File: src/hw/rtl/mrrc_pkg.sv
// Shared types, constants and the byte-wise CRC-16 step of the reply checker.
package mrrc_pkg;

    localparam int FRAME_BYTES = 7;

    localparam logic [15:0] CRC_INIT = 16'hFFFF;
    localparam logic [15:0] CRC_POLY = 16'hA001;

    localparam logic [7:0] ADDR_RESET = 8'hFE;
    localparam logic [7:0] FUNC_RESET = 8'h04;

    // Configuration register indexes
    localparam logic CFG_ADDR = 1'b0;
    localparam logic CFG_FUNC = 1'b1;

    typedef enum logic [1:0] {
        ST_OK      = 2'd0,
        ST_HDR_BAD = 2'd1,
        ST_CRC_BAD = 2'd2
    } t_status;

    typedef struct packed {
        logic        emit;
        logic [15:0] reading;
        t_status     status;
    } t_result;

    // Fold one byte into a reflected CRC-16, one bit per step
    function automatic logic [15:0] crc_feed(input logic [15:0] crc, input logic [7:0] b);
        logic [15:0] c;
        c = crc ^ {8'h00, b};
        for (int k = 0; k < 8; k++) begin
            if (c[0]) begin
                c = (c >> 1) ^ CRC_POLY;
            end else begin
                c = c >> 1;
            end
        end
        return c;
    endfunction

endpackage

File: src/hw/rtl/mrrc_crc16.sv
// Byte-wise CRC-16 update with restart select.
module mrrc_crc16
    import mrrc_pkg::*;
(
    input  logic [15:0] i_crc,
    input  logic        i_restart,
    input  logic [7:0]  i_byte,
    output logic [15:0] o_crc_base,
    output logic [15:0] o_crc_next
);

    // Pick the running value or the initial value, then fold in the byte
    assign o_crc_base = i_restart ? CRC_INIT : i_crc;
    assign o_crc_next = crc_feed(o_crc_base, i_byte);

endmodule

File: src/hw/rtl/mrrc_frame.sv
// Frame tracking: byte position, header check, value and CRC capture, status.
module mrrc_frame
    import mrrc_pkg::*;
(
    input  logic        i_clk,
    input  logic        i_rst_n,
    input  logic        i_step,
    input  logic [7:0]  i_rx_byte,
    input  logic        i_frame_start,
    input  logic [7:0]  i_exp_addr,
    input  logic [7:0]  i_exp_func,
    output t_result     o_result
);

    localparam logic [2:0] POS_CRC_LO = 3'(FRAME_BYTES - 2);
    localparam logic [2:0] POS_LAST   = 3'(FRAME_BYTES - 1);

    logic [2:0]  r_pos;
    logic [15:0] r_crc;
    logic [15:0] r_value;
    logic        r_hdr_good;
    logic [7:0]  r_crc_lo;

    logic [2:0]  w_pos;
    logic        w_hdr_base;
    logic        w_hdr_next;
    logic [15:0] w_crc_base;
    logic [15:0] w_crc_next;
    logic        w_last;
    logic [15:0] w_got;
    t_status     w_status;

    mrrc_crc16 u_crc (
        .i_crc      (r_crc),
        .i_restart  (i_frame_start),
        .i_byte     (i_rx_byte),
        .o_crc_base (w_crc_base),
        .o_crc_next (w_crc_next)
    );

    // Restart position and header flag on a frame-start mark
    assign w_pos      = i_frame_start ? 3'd0 : r_pos;
    assign w_hdr_base = i_frame_start ? 1'b1 : r_hdr_good;
    assign w_last     = (w_pos >= POS_LAST);
    assign w_got      = {i_rx_byte, r_crc_lo};

    // Clear the header flag on an address or function mismatch
    always_comb begin
        w_hdr_next = w_hdr_base;
        if (w_pos == 3'd0 && i_rx_byte != i_exp_addr) begin
            w_hdr_next = 1'b0;
        end
        if (w_pos == 3'd1 && i_rx_byte != i_exp_func) begin
            w_hdr_next = 1'b0;
        end
    end

    // Form the status of the last byte
    always_comb begin
        if (!w_hdr_base) begin
            w_status = ST_HDR_BAD;
        end else if (w_got != w_crc_base) begin
            w_status = ST_CRC_BAD;
        end else begin
            w_status = ST_OK;
        end
        o_result.emit    = w_last;
        o_result.status  = w_status;
        o_result.reading = (w_status == ST_OK) ? r_value : 16'h0000;
    end

    // Advance control state per transfer
    always_ff @(posedge i_clk) begin
        if (!i_rst_n) begin
            r_pos      <= 3'd0;
            r_crc      <= CRC_INIT;
            r_hdr_good <= 1'b1;
            r_value    <= 16'h0000;
            r_crc_lo   <= 8'h00;
        end else if (i_step) begin
            if (w_last) begin
                r_pos      <= 3'd0;
                r_crc      <= CRC_INIT;
                r_hdr_good <= 1'b1;
            end else begin
                r_pos      <= w_pos + 3'd1;
                r_hdr_good <= w_hdr_next;
                r_crc      <= (w_pos < POS_CRC_LO) ? w_crc_next : w_crc_base;
            end
            if (w_pos == 3'd3) begin
                r_value[15:8] <= i_rx_byte;
            end
            if (w_pos == 3'd4) begin
                r_value[7:0] <= i_rx_byte;
            end
            if (w_pos == POS_CRC_LO) begin
                r_crc_lo <= i_rx_byte;
            end
        end
    end

endmodule

File: src/hw/rtl/modbus_register_reply_checker_core.sv
// Top level: input register, frame checker, result register, config registers.
// The last byte of a frame is taken into the input register, checked and then
// registered in the result register, from where the result can transfer.
// Throughput: one byte per cycle while the receiver does not stall; the input
// register feeds one combinational CRC and header stage that writes the result
// register. Reset (synchronous, active low) empties both registers, restarts
// the frame and loads address 0xFE and function 0x04.
module modbus_register_reply_checker_core
    import mrrc_pkg::*;
(
    input  logic        i_clk,
    input  logic        i_rst_n,
    input  logic        i_in_valid,
    output logic        o_in_stall,
    input  logic [7:0]  i_rx_byte,
    input  logic        i_frame_start,
    output logic        o_out_valid,
    input  logic        i_out_stall,
    output logic [15:0] o_reading,
    output logic [1:0]  o_status,
    input  logic        i_cfg_valid,
    output logic        o_cfg_ready,
    input  logic        i_cfg_index,
    input  logic [7:0]  i_cfg_data
);

    logic        r_in_valid;
    logic [7:0]  r_rx_byte;
    logic        r_frame_start;
    logic        r_out_valid;
    logic [15:0] r_reading;
    t_status     r_status;
    logic [7:0]  r_exp_addr;
    logic [7:0]  r_exp_func;

    logic        w_adv;
    logic        w_step;
    t_result     w_result;

    // Advance whenever the result register is free or being drained
    assign w_adv      = !r_out_valid || !i_out_stall;
    assign w_step     = r_in_valid && w_adv;
    assign o_in_stall = r_in_valid && !w_adv;

    assign o_cfg_ready = 1'b1;
    assign o_out_valid = r_out_valid;
    assign o_reading   = r_reading;
    assign o_status    = r_status;

    // Write configuration registers
    always_ff @(posedge i_clk) begin
        if (!i_rst_n) begin
            r_exp_addr <= ADDR_RESET;
            r_exp_func <= FUNC_RESET;
        end else if (i_cfg_valid && o_cfg_ready) begin
            case (i_cfg_index)
                CFG_ADDR: r_exp_addr <= i_cfg_data;
                CFG_FUNC: r_exp_func <= i_cfg_data;
                default:  r_exp_addr <= r_exp_addr;
            endcase
        end
    end

    // Capture an input transfer
    always_ff @(posedge i_clk) begin
        if (!i_rst_n) begin
            r_in_valid <= 1'b0;
        end else if (!o_in_stall) begin
            r_in_valid <= i_in_valid;
        end
    end

    always_ff @(posedge i_clk) begin
        if (!o_in_stall && i_in_valid) begin
            r_rx_byte     <= i_rx_byte;
            r_frame_start <= i_frame_start;
        end
    end

    mrrc_frame u_frame (
        .i_clk         (i_clk),
        .i_rst_n       (i_rst_n),
        .i_step        (w_step),
        .i_rx_byte     (r_rx_byte),
        .i_frame_start (r_frame_start),
        .i_exp_addr    (r_exp_addr),
        .i_exp_func    (r_exp_func),
        .o_result      (w_result)
    );

    // Load the result register; hold it while stalled
    always_ff @(posedge i_clk) begin
        if (!i_rst_n) begin
            r_out_valid <= 1'b0;
        end else if (w_adv) begin
            r_out_valid <= w_step && w_result.emit;
        end
    end

    always_ff @(posedge i_clk) begin
        if (w_step && w_result.emit) begin
            r_reading <= w_result.reading;
            r_status  <= w_result.status;
        end
    end

endmodule

File: config.mk
export PLATFORM = sky130hd
export DESIGN_NAME = modbus_register_reply_checker_core
export DESIGN_NICKNAME = d
export VERILOG_FILES = /design/src/hw/rtl/mrrc_pkg.sv /design/src/hw/rtl/mrrc_crc16.sv /design/src/hw/rtl/mrrc_frame.sv /design/src/hw/rtl/modbus_register_reply_checker_core.sv
export SDC_FILE = /design/constraint.sdc
export NUM_CORES = 1
export LEC_CHECK = 0
export BUFFER_PORTS_ARGS = -buffer_cell sky130_fd_sc_hd__clkbuf_2
export CORE_MARGIN = 2
export CORE_UTILIZATION = 45
export CTS_BUF_LIST = sky130_fd_sc_hd__clkbuf_4
export DETAILED_ROUTE_END_ITERATION = 16
export HOLD_SLACK_MARGIN = 0.06
export PLACE_DENSITY = 0.65
export SLEW_MARGIN = 20
export SYNTH_ARGS = -nofsm -noshare
export SYNTH_HDL_FRONTEND = slang
export SYNTH_SLANG_ARGS = --single-unit
File: constraint.sdc
create_clock -name i_clk -period 2.4 [get_ports i_clk]
set_input_delay 0.24 -clock i_clk [delete_from_list [all_inputs] [get_ports i_clk]]
set_output_delay 0.24 -clock i_clk [all_outputs]
set_load 0.01 [all_outputs]
== Yosys cells after proc, flatten, opt, wreduce, memory -nomap -nowiden ==
Index checks and enable logic that the tools add are counted.

* Add/subtract/negate cells: 1
* Order comparisons: 2
* Eq/ne operators: 7
* Multiplexer cells: 19
* Bitwise operators: 10
* Reductions and logical operators: 18

{| class="wikitable"
|+ Operator list
! kind !! number
|-
| $mux 16 || 11
|-
| $not 2->3 || 8
|-
| $ne 16x16->1 || 1
|-
| $ne 8x8->1 || 2
|-
| $xor 16x8->16 || 1
|-
| $reduce_and 2->1 || 5
|-
| $eq 3x3->1 const B || 2
|-
| $logic_and 1x1->1 || 6
|-
| $mux 3 || 2
|-
| $logic_not 1->1 || 4
|-
| $mux 1 || 4
|-
| $mux 2 || 2
|-
| $add 3x1->3 const B || 1
|-
| $eq 3x1->1 const B || 1
|-
| $eq 3x2->1 const B || 1
|-
| $ge 3x3->1 const B || 1
|-
| $logic_not 3->1 || 1
|-
| $lt 3x3->1 const B || 1
|-
| $logic_not 2->1 || 1
|-
| $logic_or 1x1->1 || 1
|-
| $not 1->1 || 1
|}

* Flip-flop bits (word level): 89
* Word-level logic and storage cells: 71

== Depth between registers and ports, before layout ==
Gate-level depths: netlist of run 1.

* Depth in word-level cells: 20
* Mapped depth: 11
* Depth with buffers taken out: 7

== Cells and area by module ==
From an unflattened synthesis of run 1, not the netlist that was laid out.

* Cell total of the unflattened synthesis: 462
* Area total of the unflattened synthesis: 4570.6 um2

{| class="wikitable"
|+ Modules (own cells, without submodules)
! module !! instances !! cells each !! area each (um2) !! seq. area each (um2)
|-
| mrrc_frame || 1 || 283 || 2484.9 || 880.8
|-
| modbus_register_reply_checker_core || 1 || 111 || 1562.7 || 1171.1
|-
| mrrc_crc16 || 1 || 68 || 523.0 || 0.0
|}

== Worst setup path after synthesis of run 1 ==
OpenSTA, ideal clock, no wires.

* Kind: flip-flop to flip-flop
* Start: register r_rx_byte[3]
* End: register r_status[1] (netlist: o_status[1]) (data pin)
* Arrival: 1959 ps
* Path slack: 185 ps
* Stages on the path, launching flop included: 9
* Clock period less this slack: 2215 ps
* Path through: edfxtp_1 buf_6 xor2_1 or4_1 o211ai_1 nand3_1 or4_1 buf_6 and2_2

{| class="wikitable"
|+ RTL lines
! element !! RTL line !! source
|-
| from (decl) || modbus_register_reply_checker_core.sv:28 || <nowiki>logic [7:0] r_rx_byte;</nowiki>
|-
| from (signal assigned) || modbus_register_reply_checker_core.sv:75 || <nowiki>r_rx_byte <= i_rx_byte;</nowiki>
|-
| to (signal assigned) || modbus_register_reply_checker_core.sv:103 || <nowiki>r_status <= w_result.status;</nowiki>
|-
| to (decl) || modbus_register_reply_checker_core.sv:32 || <nowiki>t_status r_status;</nowiki>
|}

== Final worst setup path of run 1 ==
* Start: register r_frame_start
* End: register r_reading[4] (netlist: o_reading[4]) (data pin)

* Longest elaborated chain between the ends: 5

{| class="wikitable"
|+ Ends and longest elaborated chain
! element !! RTL line !! source
|-
| from (decl) || modbus_register_reply_checker_core.sv:29 || <nowiki>logic r_frame_start;</nowiki>
|-
| from (signal assigned) || modbus_register_reply_checker_core.sv:76 || <nowiki>r_frame_start <= i_frame_start;</nowiki>
|-
| $mux 16 || mrrc_crc16.sv:13 || <nowiki>assign o_crc_base = i_restart ? CRC_INIT : i_crc;</nowiki>
|-
| $ne 16x16->1 || mrrc_frame.sv:62 || <nowiki>end else if (w_got != w_crc_base) begin</nowiki>
|-
| $mux 2 || mrrc_frame.sv:62 ||
|-
| $mux 2 * || mrrc_frame.sv:60 || <nowiki>if (!w_hdr_base) begin</nowiki>
|-
| $logic_not 2->1 * || mrrc_frame.sv:69 || <nowiki>o_result.reading = (w_status == ST_OK) ? r_value : 16'h0000;</nowiki>
|-
| to (signal assigned) || modbus_register_reply_checker_core.sv:102 || <nowiki>r_reading <= w_result.reading;</nowiki>
|-
| to (decl) || modbus_register_reply_checker_core.sv:31 || <nowiki>logic [15:0] r_reading;</nowiki>
|}

Every way passes the cells marked *; elsewhere a longest branch is shown, timed or not.
A chain may end at the register's enable or synchronous reset.

==> results of run 1 <==
==> final timing paths <==
check / to / slack [ns]
max reg2reg: o_reading[4] / 0.14
min reg2reg: u_frame.r_value[11] / 0.48
min: o_out_valid / 0.10
max: o_reading[4] / 0.14
==> stage by stage <==
step	total power (µW)	std cells
2_1_floorplan	2140	468
3_3_place_gp	2250	626
3_5_place_dp	2260	626
4_1_cts	3180	660
5_1_grt	3300	660
6_report	3160	660
==> final cells by class <==
cell class	instances	share of cell area [%]
clock buffers	9	1.34
repair buffers	82	11.4
clock inverters	7	1.64
flip-flops and latches	89	40.7
multi-input cells	338	41.3
inverters	6	0.447
well taps	129	3.20
==> metal layers <==
metal	up-vias	track usage (%)	wire length (µm)
li1	1709	-	-
met1	1582	27.6	4480
met2	90	33.0	4620
met3	12	2.53	472
met4	0	7.49	167
met5	-	0	0
==> placed cells by master, fill, tap and decap left out, types with 2 or more instances in the layout <==
cell           Yosys  final
clkbuf_4           0      9
nand2b_1           3      3
buf_4              4     20
nor4bb_1           2      2
a31oi_1            3      3
edfxtp_1          27     27
a21oi_1           20     20
xnor2_1           41     41
o211ai_1           3      3
nand3_1           40     40
nand4_1            4      4
inv_8              0      2
nor2_2             2      2
ha_1               4      4
xor2_1             9      9
a21boi_0          18     18
o22ai_1            2      2
nor4_1             2      2
mux2_2             2      2
xnor3_1            2      2
nand2_1           73     73
nor2_1            28     28
inv_6              0      2
and2_1             2      2
a32oi_1            3      3
dlygate4sd3_1      0     18
mux2i_1           16     16
inv_1              6      6
o21ai_0           20     20
nor2b_1           20     20
dfxtp_1           62     62
clkbuf_2           0     42
or4_1              2      2
nor3_1             6      6
==> flip-flops by register name (all words and copies together) (netlist names) <==
signal / count
u_frame.r_pos: 3
o_status: 2
r_exp_func: 8
o_out_valid: 1
r_rx_byte: 8
o_reading: 16
u_frame.r_value: 16
r_in_valid: 1
u_frame.r_hdr_good: 1
r_frame_start: 1
u_frame.r_crc_lo: 8
r_exp_addr: 8
u_frame.r_crc: 16
==> timing repair <==
action                                 CTS  global route
setup endpoints to repair                0             1
gates resized for setup                  0             1
buffers inserted                         0             0
endpoints found under the hold margin   26             0
hold buffers                            18             0
==> cell families (layout without fill, tap and decap cells) <==
family	after synthesis	in the layout	synth area share [%]
other	1	1	0.0863
DFF	89	89	47.2
adders and majority gates	4	4	1.15
xor gates and xnor gates	53	53	11.7
buffers and inverters	41	104	4.90
muxes	18	18	4.21
and+or+nand+nor	189	189	20.4
AOI/OAI and AO/OA	73	73	10.4
==> worst max-delay path, stage by stage (launching register included) <==
cell	delay (ns)
edfxtp_1	0.53
or2_1	0.26
o21ai_0	0.16
nand3_1	0.11
a22o_1	0.19
or4_1	0.57
buf_6	0.19
nor2_1	0.12
==> power by group <==
group / switching, µW / leakage (µW) / internal [µW]
clock network: 565 / 0.0000808 / 338
logic: 260 / 0.00114 / 304
registers: 86.7 / 0.000798 / 1610
total: 911 / 0.00202 / 2250
==> impl_metrics.py, run 1 <==
metrics = {
    "finish": {
        "syn2layout_area_growth_pct": 16.0,
        "drive_gt1_share_pct": 16.4,
        "regArea_um2": 2050,
        "n_fill_cell": 912,
        "multiInputGateArea_um2": 2080,
        "postLayoutCellArea_um2": 5040,
        "nNetsFinal": 553,
        "final_core_util_pct": 54.2,
        "insertedDiodeCount": 0,
    },
    "synthesis": {
        "synth-main-ff-cell": "dfxtp_1",
        "yosysWarnings": 0,
        "ys_seq_area_share_pct": 47.2,
        "synth_fp_nets": 495,
        "avgSynthCellArea_um2": 9.28,
        "synth_edf_count": 27,
        "yosysTopAreaCell": "dfxtp_1",
        "synth-seq-cells": 89,
        "synthesis.area_um2": 4340,
        "netlist_top_cells_count": "73 x nand2_1, 62 x dfxtp_1, 41 x xnor2_1, 40 x nand3_1, 28 x nor2_1",
        "synthTopCellsByArea": "dfxtp_1 29%, edfxtp_1 19%, xnor2_1 8.3%",
        "async_flop_share_pct": 0,
        "synth_cell_types": 45,
        "netlist_instances": 468,
        "yosys.area.top_type_share_pct": 28.6,
        "yosysMostFrequentCell": "nand2_1",
    },
    "critical_path": {
        "crit_type": "reg -> reg",
        "crit_path_max_fanout": 16,
        "crit_path_end_kind": "flop",
        "cp-start-kind": "flop",
        "timing.rr.start": "r_frame_start",
        "required_ns": 2.70,
        "r2r_cells": 7,
        "startpoint": "r_frame_start",
        "cp.arrival_ns": 2.56,
    },
    "drt": {
        "drt_first_pass_iters": 4,
        "antenna_left": 0,
        "finalWirelength_um": 9740,
        "drt-initial-drc-count": 219,
        "viasPerCell": 5.14,
        "vias": 3393,
        "drc": 0,
        "post_drt_wl_per_cell_um": 14.8,
    },
    "die": {
        "dieArea_um2": 10500,
        "core_area_um2": 9280,
        "core.rowCount": 35,
        "pin_count": 44,
        "start_util_pct": 46.8,
        "die_h_um": 102,
        "die_w_um": 102,
    },
    "sta": {
        "tightest_slew_ns": 0.708,
        "slew_violations": 0,
        "min_period_ns": 2.26,
        "final-hold-violation-count": 0,
        "holdWs_ns": 0.101,
        "finalWorstSetupSlack_ns": 0.141,
        "clock_skew_ns": 0.0216,
        "grt_setup_unrepaired": "false",
        "slew-limit-headroom_pct": 52.7,
        "fin_crit_sh_pct": 94.1,
        "clock.fmax_ghz": 0.443,
        "final.setup.tns_ns": 0,
        "finalSetupViolCount": 0,
    },
    "power_and_ir_drop": {
        "vdd_ir_drop_max_v": 0.000283,
        "powerDensity_nw_per_um2": 627,
        "leakagePower_uw": 0.00202,
    },
    "cts": {
        "clk_latency_ns": 0.45,
        "cts_max_level": 3,
        "cts_buffer_depth": 2,
        "cts_made_buffers": 9,
        "cts.sinks": 89,
        "cts_root_buffer": "clkbuf_4",
        "cts_tree": "yes",
        "clk_pin_slew_ns": 0.15,
    },
    "grt": {
        "grt_pass1_vias": 3249,
        "grtUsageTotal_pct": 20.2,
        "antenna_found_initial": 0,
        "grt_max_degree": 29,
        "overflow": 0,
        "grt_pass1_wl_um": 16300,
    },
    "outcome": {
        "run_status": "finished clean",
    },
    "hold_path": {
        "worstHoldStart": "i_out_stall",
        "holdPathStages": 3,
        "holdCritPathClass": "in -> reg",
    },
    "place": {
        "globalplace.congestion": 0.955,
        "placed_cell_area_um2": 4700,
        "preCtsSetupSlack_ns": 0.133,
        "portBuffers": 42,
        "dp.final_hpwl_um": 6890,
    },
    "job": {
        "max-cap-violations": 0,
    },
}
No activity file was read; power rests on OpenSTA's default activity.
==> inputs of run 2 (changes only) <==
Clock period 2.4 ns to 2.1 ns, I/O delays scaled along.
==> run 2 against run 1 <==
Effect of this change: core utilization grew 2.7 points; non-clock buffer count up 24; clock power grew 6.3%; first-iteration DRC count decreased by 48%; hold slack improved by 0.038 ns; the run now ends with setup timing left; highest routed layer unchanged; critical path type unchanged; critical path depth rose by 1; sequential share of layout area shrank 1.9 points; clock-buffer cell count stayed put; die area unchanged; cell count up 3.6%.
==> impl_metrics.py, run 2 (synthesis gave the netlist of run 1 again) <==
metrics = {
    "cts": {
        "cts_tree": "yes",
        "cts_buffer_depth": 2,
        "clk_pin_slew_ns": 0.17,
        "cts_root_buffer": "clkbuf_4",
        "cts.sinks": 89,
        "cts_made_buffers": 9,
        "cts_max_level": 3,
        "clk_latency_ns": 0.45,
    },
    "critical_path": {
        "required_ns": 2.41,
        "startpoint": "r_frame_start",
        "crit_type": "reg -> reg",
        "crit_chain": "buf_6 -> nor3_1 -> a21oi_1 -> o211ai_1 -> nand3_1 -> or4_4 -> buf_6 -> nor2_1",
        "crit_path_max_fanout": 18,
        "crit_path_end_kind": "flop",
        "cp-start-kind": "flop",
        "crit_buf_inv": 2,
        "cpMaxStageDelayCell": "edfxtp_1",
        "critPathTopFamily": "simple AND/OR/NAND/NOR gates",
        "timing.rr.start": "r_frame_start",
        "cp.arrival_ns": 2.49,
        "max_stage_delay_ns": 0.54,
        "critical_path.most_common_cell": "buf_6",
    },
    "grt": {
        "overflow": 0,
        "antenna_found_initial": 0,
        "grt_max_degree": 30,
        "grtUsageTotal_pct": 20.3,
        "grt_pass1_vias": 3401,
        "grt_pass1_wl_um": 16400,
    },
    "finish": {
        "n_fill_cell": 847,
        "syn2layout_area_growth_pct": 21.8,
        "most-common-layout-cells": "73 x nand2_1, 62 x dfxtp_1, 42 x clkbuf_2, 41 x buf_4, 40 x nand3_1",
        "insertedDiodeCount": 0,
        "mostFrequentLayoutCell": "nand2_1",
        "drive_gt1_share_pct": 21.4,
        "regArea_um2": 2050,
        "multiInputGateArea_um2": 2150,
        "nNetsFinal": 577,
    },
    "place": {
        "globalplace.congestion": 0.889,
        "dp.final_hpwl_um": 6970,
        "portBuffers": 42,
    },
    "drt": {
        "post_drt_wl_per_cell_um": 14.4,
        "met1Wirelength_um": 4610,
        "route.met3.wl_um": 381,
        "drc": 0,
        "dr.max_layer_used": "met4",
        "wl_met2_um": 4620,
        "vias": 3444,
        "viasPerCell": 5.04,
        "antenna_left": 0,
        "finalWirelength_um": 9820,
        "drt_first_pass_iters": 5,
        "drt-initial-drc-count": 113,
    },
    "sta": {
        "final-hold-violation-count": 0,
        "clock_skew_ns": 0.0209,
        "clock.fmax_ghz": 0.458,
        "finalWorstSetupSlack_ns": -0.0852,
        "finalSetupViolCount": 17,
        "min_period_ns": 2.19,
        "holdWs_ns": 0.138,
        "tightest_slew_ns": 0.702,
        "slew_violations": 0,
        "final.setup.tns_ns": -1.21,
        "slew-limit-headroom_pct": 53.2,
        "grt_setup_unrepaired": "true",
        "fin_crit_sh_pct": 104,
    },
    "die": {
        "core.rowCount": 35,
        "dieArea_um2": 10500,
        "pin_count": 44,
        "die_w_um": 102,
        "start_util_pct": 46.8,
        "die_h_um": 102,
        "core_area_um2": 9280,
    },
    "power_and_ir_drop": {
        "finalPower_uw": 3660,
        "powerDensity_nw_per_um2": 692,
        "leakagePower_uw": 0.00215,
        "vdd_ir_drop_max_v": 0.000389,
    },
    "hold_path": {
        "worstHoldStart": "i_cfg_index",
        "holdCritPathClass": "in -> reg",
    },
    "job": {
        "max-cap-violations": 0,
    },
    "outcome": {
        "run_status": "finished, violations left",
        "violations": "setup timing",
    },
}
[run 2: worst paths after layout]
kind         slack, ns                  end  cells past startpoint
max              -0.09        o_reading[13]                      8
min               0.14        r_exp_func[7]                      3
max reg2reg      -0.09        o_reading[13]                      8
min reg2reg       0.48  u_frame.r_value[15]                      2
[run 2: worst register-to-register path, cell delays in order (launching register included)]
cell	delay, ns
edfxtp_1	0.54
buf_6	0.22
nor3_1	0.14
a21oi_1	0.07
o211ai_1	0.22
nand3_1	0.15
or4_4	0.45
buf_6	0.17
nor2_1	0.09
[run 2: layer usage]
layer / vias up / track usage (%)
li1: 1756 / -
met1: 1587 / 26.1
met2: 85 / 33.4
met3: 16 / 4.45
met4: 0 / 8.41
met5: - / 0
[run 2: area by class of cell]
| class | instances | area share, % |
|---|---|---|
| multi-input combinational | 338 | 40.7 |
| sequential | 89 | 38.8 |
| timing repair buffer | 106 | 14.4 |
| tap | 129 | 3.05 |
| clock inverter | 7 | 1.37 |
| clock buffer | 9 | 1.28 |
| inverter | 6 | 0.426 |
[run 2: through the flow]
step                      setup slack, ns  std cells  instance area (µm²)  util, %
after floorplan                    -0.115        468                 4350        -
after global placement             -0.123        647                 4860     52.3
final                             -0.0852        684                 5290     57.0
after CTS                         -0.0858        684                 5230     56.3
after detailed placement          -0.0889        647                 4860     52.3
after global routing               -0.186        684                 5290     57.0
[run 2: repair_timing]
action                                 4_1_cts  5_1_grt
pin swaps                                    1        2
setup endpoints to repair                   18       27
hold buffers                                19        0
endpoints found under the hold margin       27        0
gates resized for setup                      7       10
setup buffers                                2        0
[run 2: where the power goes]
| part | internal, µW | switching (µW) | leakage (µW) |
|---|---|---|---|
| Combinational | 437 | 340 | 0.00128 |
| Clock | 278 | 681 | 0.0000733 |
| Sequential | 1840 | 89.3 | 0.000798 |
| Total | 2550 | 1110 | 0.00215 |
==> inputs of run 3 (changes only) <==
Settings changed: BUFFER_PORTS_ARGS -buffer_cell sky130_fd_sc_hd__clkbuf_2 to not set, DONT_BUFFER_PORTS set to 1, PLACE_DENSITY 0.65 to 0.61, SETUP_SLACK_MARGIN set to 0.2.
==> run 3 against run 2 <==
Effect of this change: the run still ends with setup timing left; clock power up 16%; wire length is 3.4% higher; hold slack lost 0.035 ns; global-route usage up 0.64 points; critical endpoint is now o_status[1]; highest routed layer unchanged.
==> impl_metrics.py, run 3 (synthesis gave the netlist of run 1 again) <==
metrics = {
    "cts": {
        "cts.sinks": 89,
        "clk_pin_slew_ns": 0.14,
        "cts_buffer_depth": 2,
        "cts_max_level": 3,
        "cts_tree": "yes",
        "cts_made_buffers": 9,
        "cts_root_buffer": "clkbuf_4",
        "clk_latency_ns": 0.45,
    },
    "grt": {
        "overflow": 0,
        "antenna_found_initial": 0,
        "grt_pass1_wl_um": 16800,
        "grt_max_degree": 48,
        "grtUsageTotal_pct": 21.0,
        "grt_pass1_vias": 3320,
    },
    "place": {
        "dp.final_hpwl_um": 7000,
        "preCtsSetupSlack_ns": -0.0518,
        "globalplace.congestion": 0.882,
        "portBuffers": 0,
    },
    "drt": {
        "vias": 3439,
        "viasPerCell": 5.23,
        "drc": 0,
        "post_drt_wl_per_cell_um": 15.5,
        "drt-initial-drc-count": 121,
        "drt_first_pass_iters": 4,
        "antenna_left": 0,
        "finalWirelength_um": 10200,
    },
    "hold_path": {
        "holdPathStages": 2,
        "holdCritPathClass": "in -> reg",
        "worstHoldStart": "i_rst_n",
        "hold_end": "u_frame.r_crc[14]",
    },
    "sta": {
        "finalWorstSetupSlack_ns": -0.0483,
        "final-hold-violation-count": 0,
        "min_period_ns": 2.15,
        "finalSetupViolCount": 18,
        "fin_crit_sh_pct": 102,
        "clock_skew_ns": 0.0160,
        "slew_violations": 0,
        "clock.fmax_ghz": 0.465,
        "slew-limit-headroom_pct": 61.6,
        "tightest_slew_ns": 0.575,
        "grt_setup_unrepaired": "true",
        "final.setup.tns_ns": -0.509,
    },
    "critical_path": {
        "required_ns": 2.32,
        "crit_path_end_kind": "flop",
        "cp.arrival_ns": 2.36,
        "crit_path_max_fanout": 5,
        "rr_endpoint": "o_status[1]",
        "cp-start-kind": "flop",
        "timing.rr.start": "r_frame_start",
        "r2r_cells": 6,
        "reg2reg_slack_ns": -0.05,
        "crit_type": "reg -> reg",
    },
    "outcome": {
        "violations": "setup timing",
        "run_status": "finished, violations left",
    },
    "die": {
        "pin_count": 44,
        "core_area_um2": 9280,
        "die_h_um": 102,
        "dieArea_um2": 10500,
        "start_util_pct": 46.8,
        "die_w_um": 102,
        "core.rowCount": 35,
    },
    "job": {
        "max-cap-violations": 0,
    },
    "finish": {
        "drive_gt1_share_pct": 15.3,
        "nNetsFinal": 550,
        "syn2layout_area_growth_pct": 23.0,
        "most-common-layout-cells": "72 x nand2_1, 62 x dfxtp_1, 39 x dlygate4sd3_1, 38 x nand3_1, 38 x xnor2_1",
        "mostFrequentLayoutCell": "nand2_1",
        "n_fill_cell": 852,
        "insertedDiodeCount": 0,
    },
    "power_and_ir_drop": {
        "leakagePower_uw": 0.00203,
        "powerDensity_nw_per_um2": 721,
        "vdd_ir_drop_max_v": 0.000385,
    },
}
## run 3: cell type report
type	instances	area [µm²]	share of cell area [%]
Multi-Input combinational cell	338	2190	41.0
Sequential cell	89	2050	38.4
Timing Repair Buffer	79	743	13.9
Tap cell	129	161	3.02
Clock inverter	7	101	1.90
Clock buffer	9	67.6	1.26
Inverter	6	26.3	0.492
## run 3: how the worst max path moves through the flow
stage                        startpoint       endpoint  cells after the start
after global routing      r_frame_start  o_reading[12]                      7
final                     r_frame_start    o_status[1]                      6
after CTS                 r_frame_start   o_reading[2]                      7
after global placement    r_frame_start    o_status[1]                      6
after detailed placement  r_frame_start  o_reading[14]                      7
after floorplan            r_rx_byte[3]    o_status[1]                      8
## run 3: critical path, cell delays in order, from the launching register on
cell and delay, ns:
edfxtp_1 0.50, buf_6 0.17, or4_1 0.46, o211ai_1 0.09, nand3_1 0.09, or4_4 0.45
and2_4 0.17
## run 3: layer usage
metal  GRT usage (%)  vias to the layer above  part of all wire, %
li1                -                     1705                    -
met1            27.4                     1622                   45
met2            34.2                       94                   48
met3            4.31                       18                  4.4
met4            8.21                        0                  2.4
met5               0                        -                    0
## run 3: where the power goes
part	internal, µW	switching [µW]	total, µW
sequential	1840	94.2	1930
clock	496	611	1110
combinational	462	356	818
total	2790	1060	3850
## run 3: what timing repair did
item | in CTS | in global routing
resized for setup | 16 | 12
hold endpoints to repair | 55 | 0
hold buffers | 40 | 0
pin swaps | 1 | 0
setup endpoints to repair | 20 | 54
buffers inserted | 0 | 2
## run 3: through the flow
| stage | total power (µW) | utilization [%] | hold slack, ns | instances | area, µm² |
|---|---|---|---|---|---|
| after global placement | 2630 | 49.7 | 0.287 | 599 | 4610 |
| final | 3850 | 57.6 | 0.103 | 657 | 5340 |
| after floorplan | 2450 | - | 0.309 | 468 | 4380 |
| after CTS | 3870 | 56.6 | 0.0757 | 655 | 5260 |
| after detailed placement | 2640 | 49.7 | 0.290 | 599 | 4610 |
| after global routing | 4030 | 57.6 | 0.0822 | 657 | 5340 |
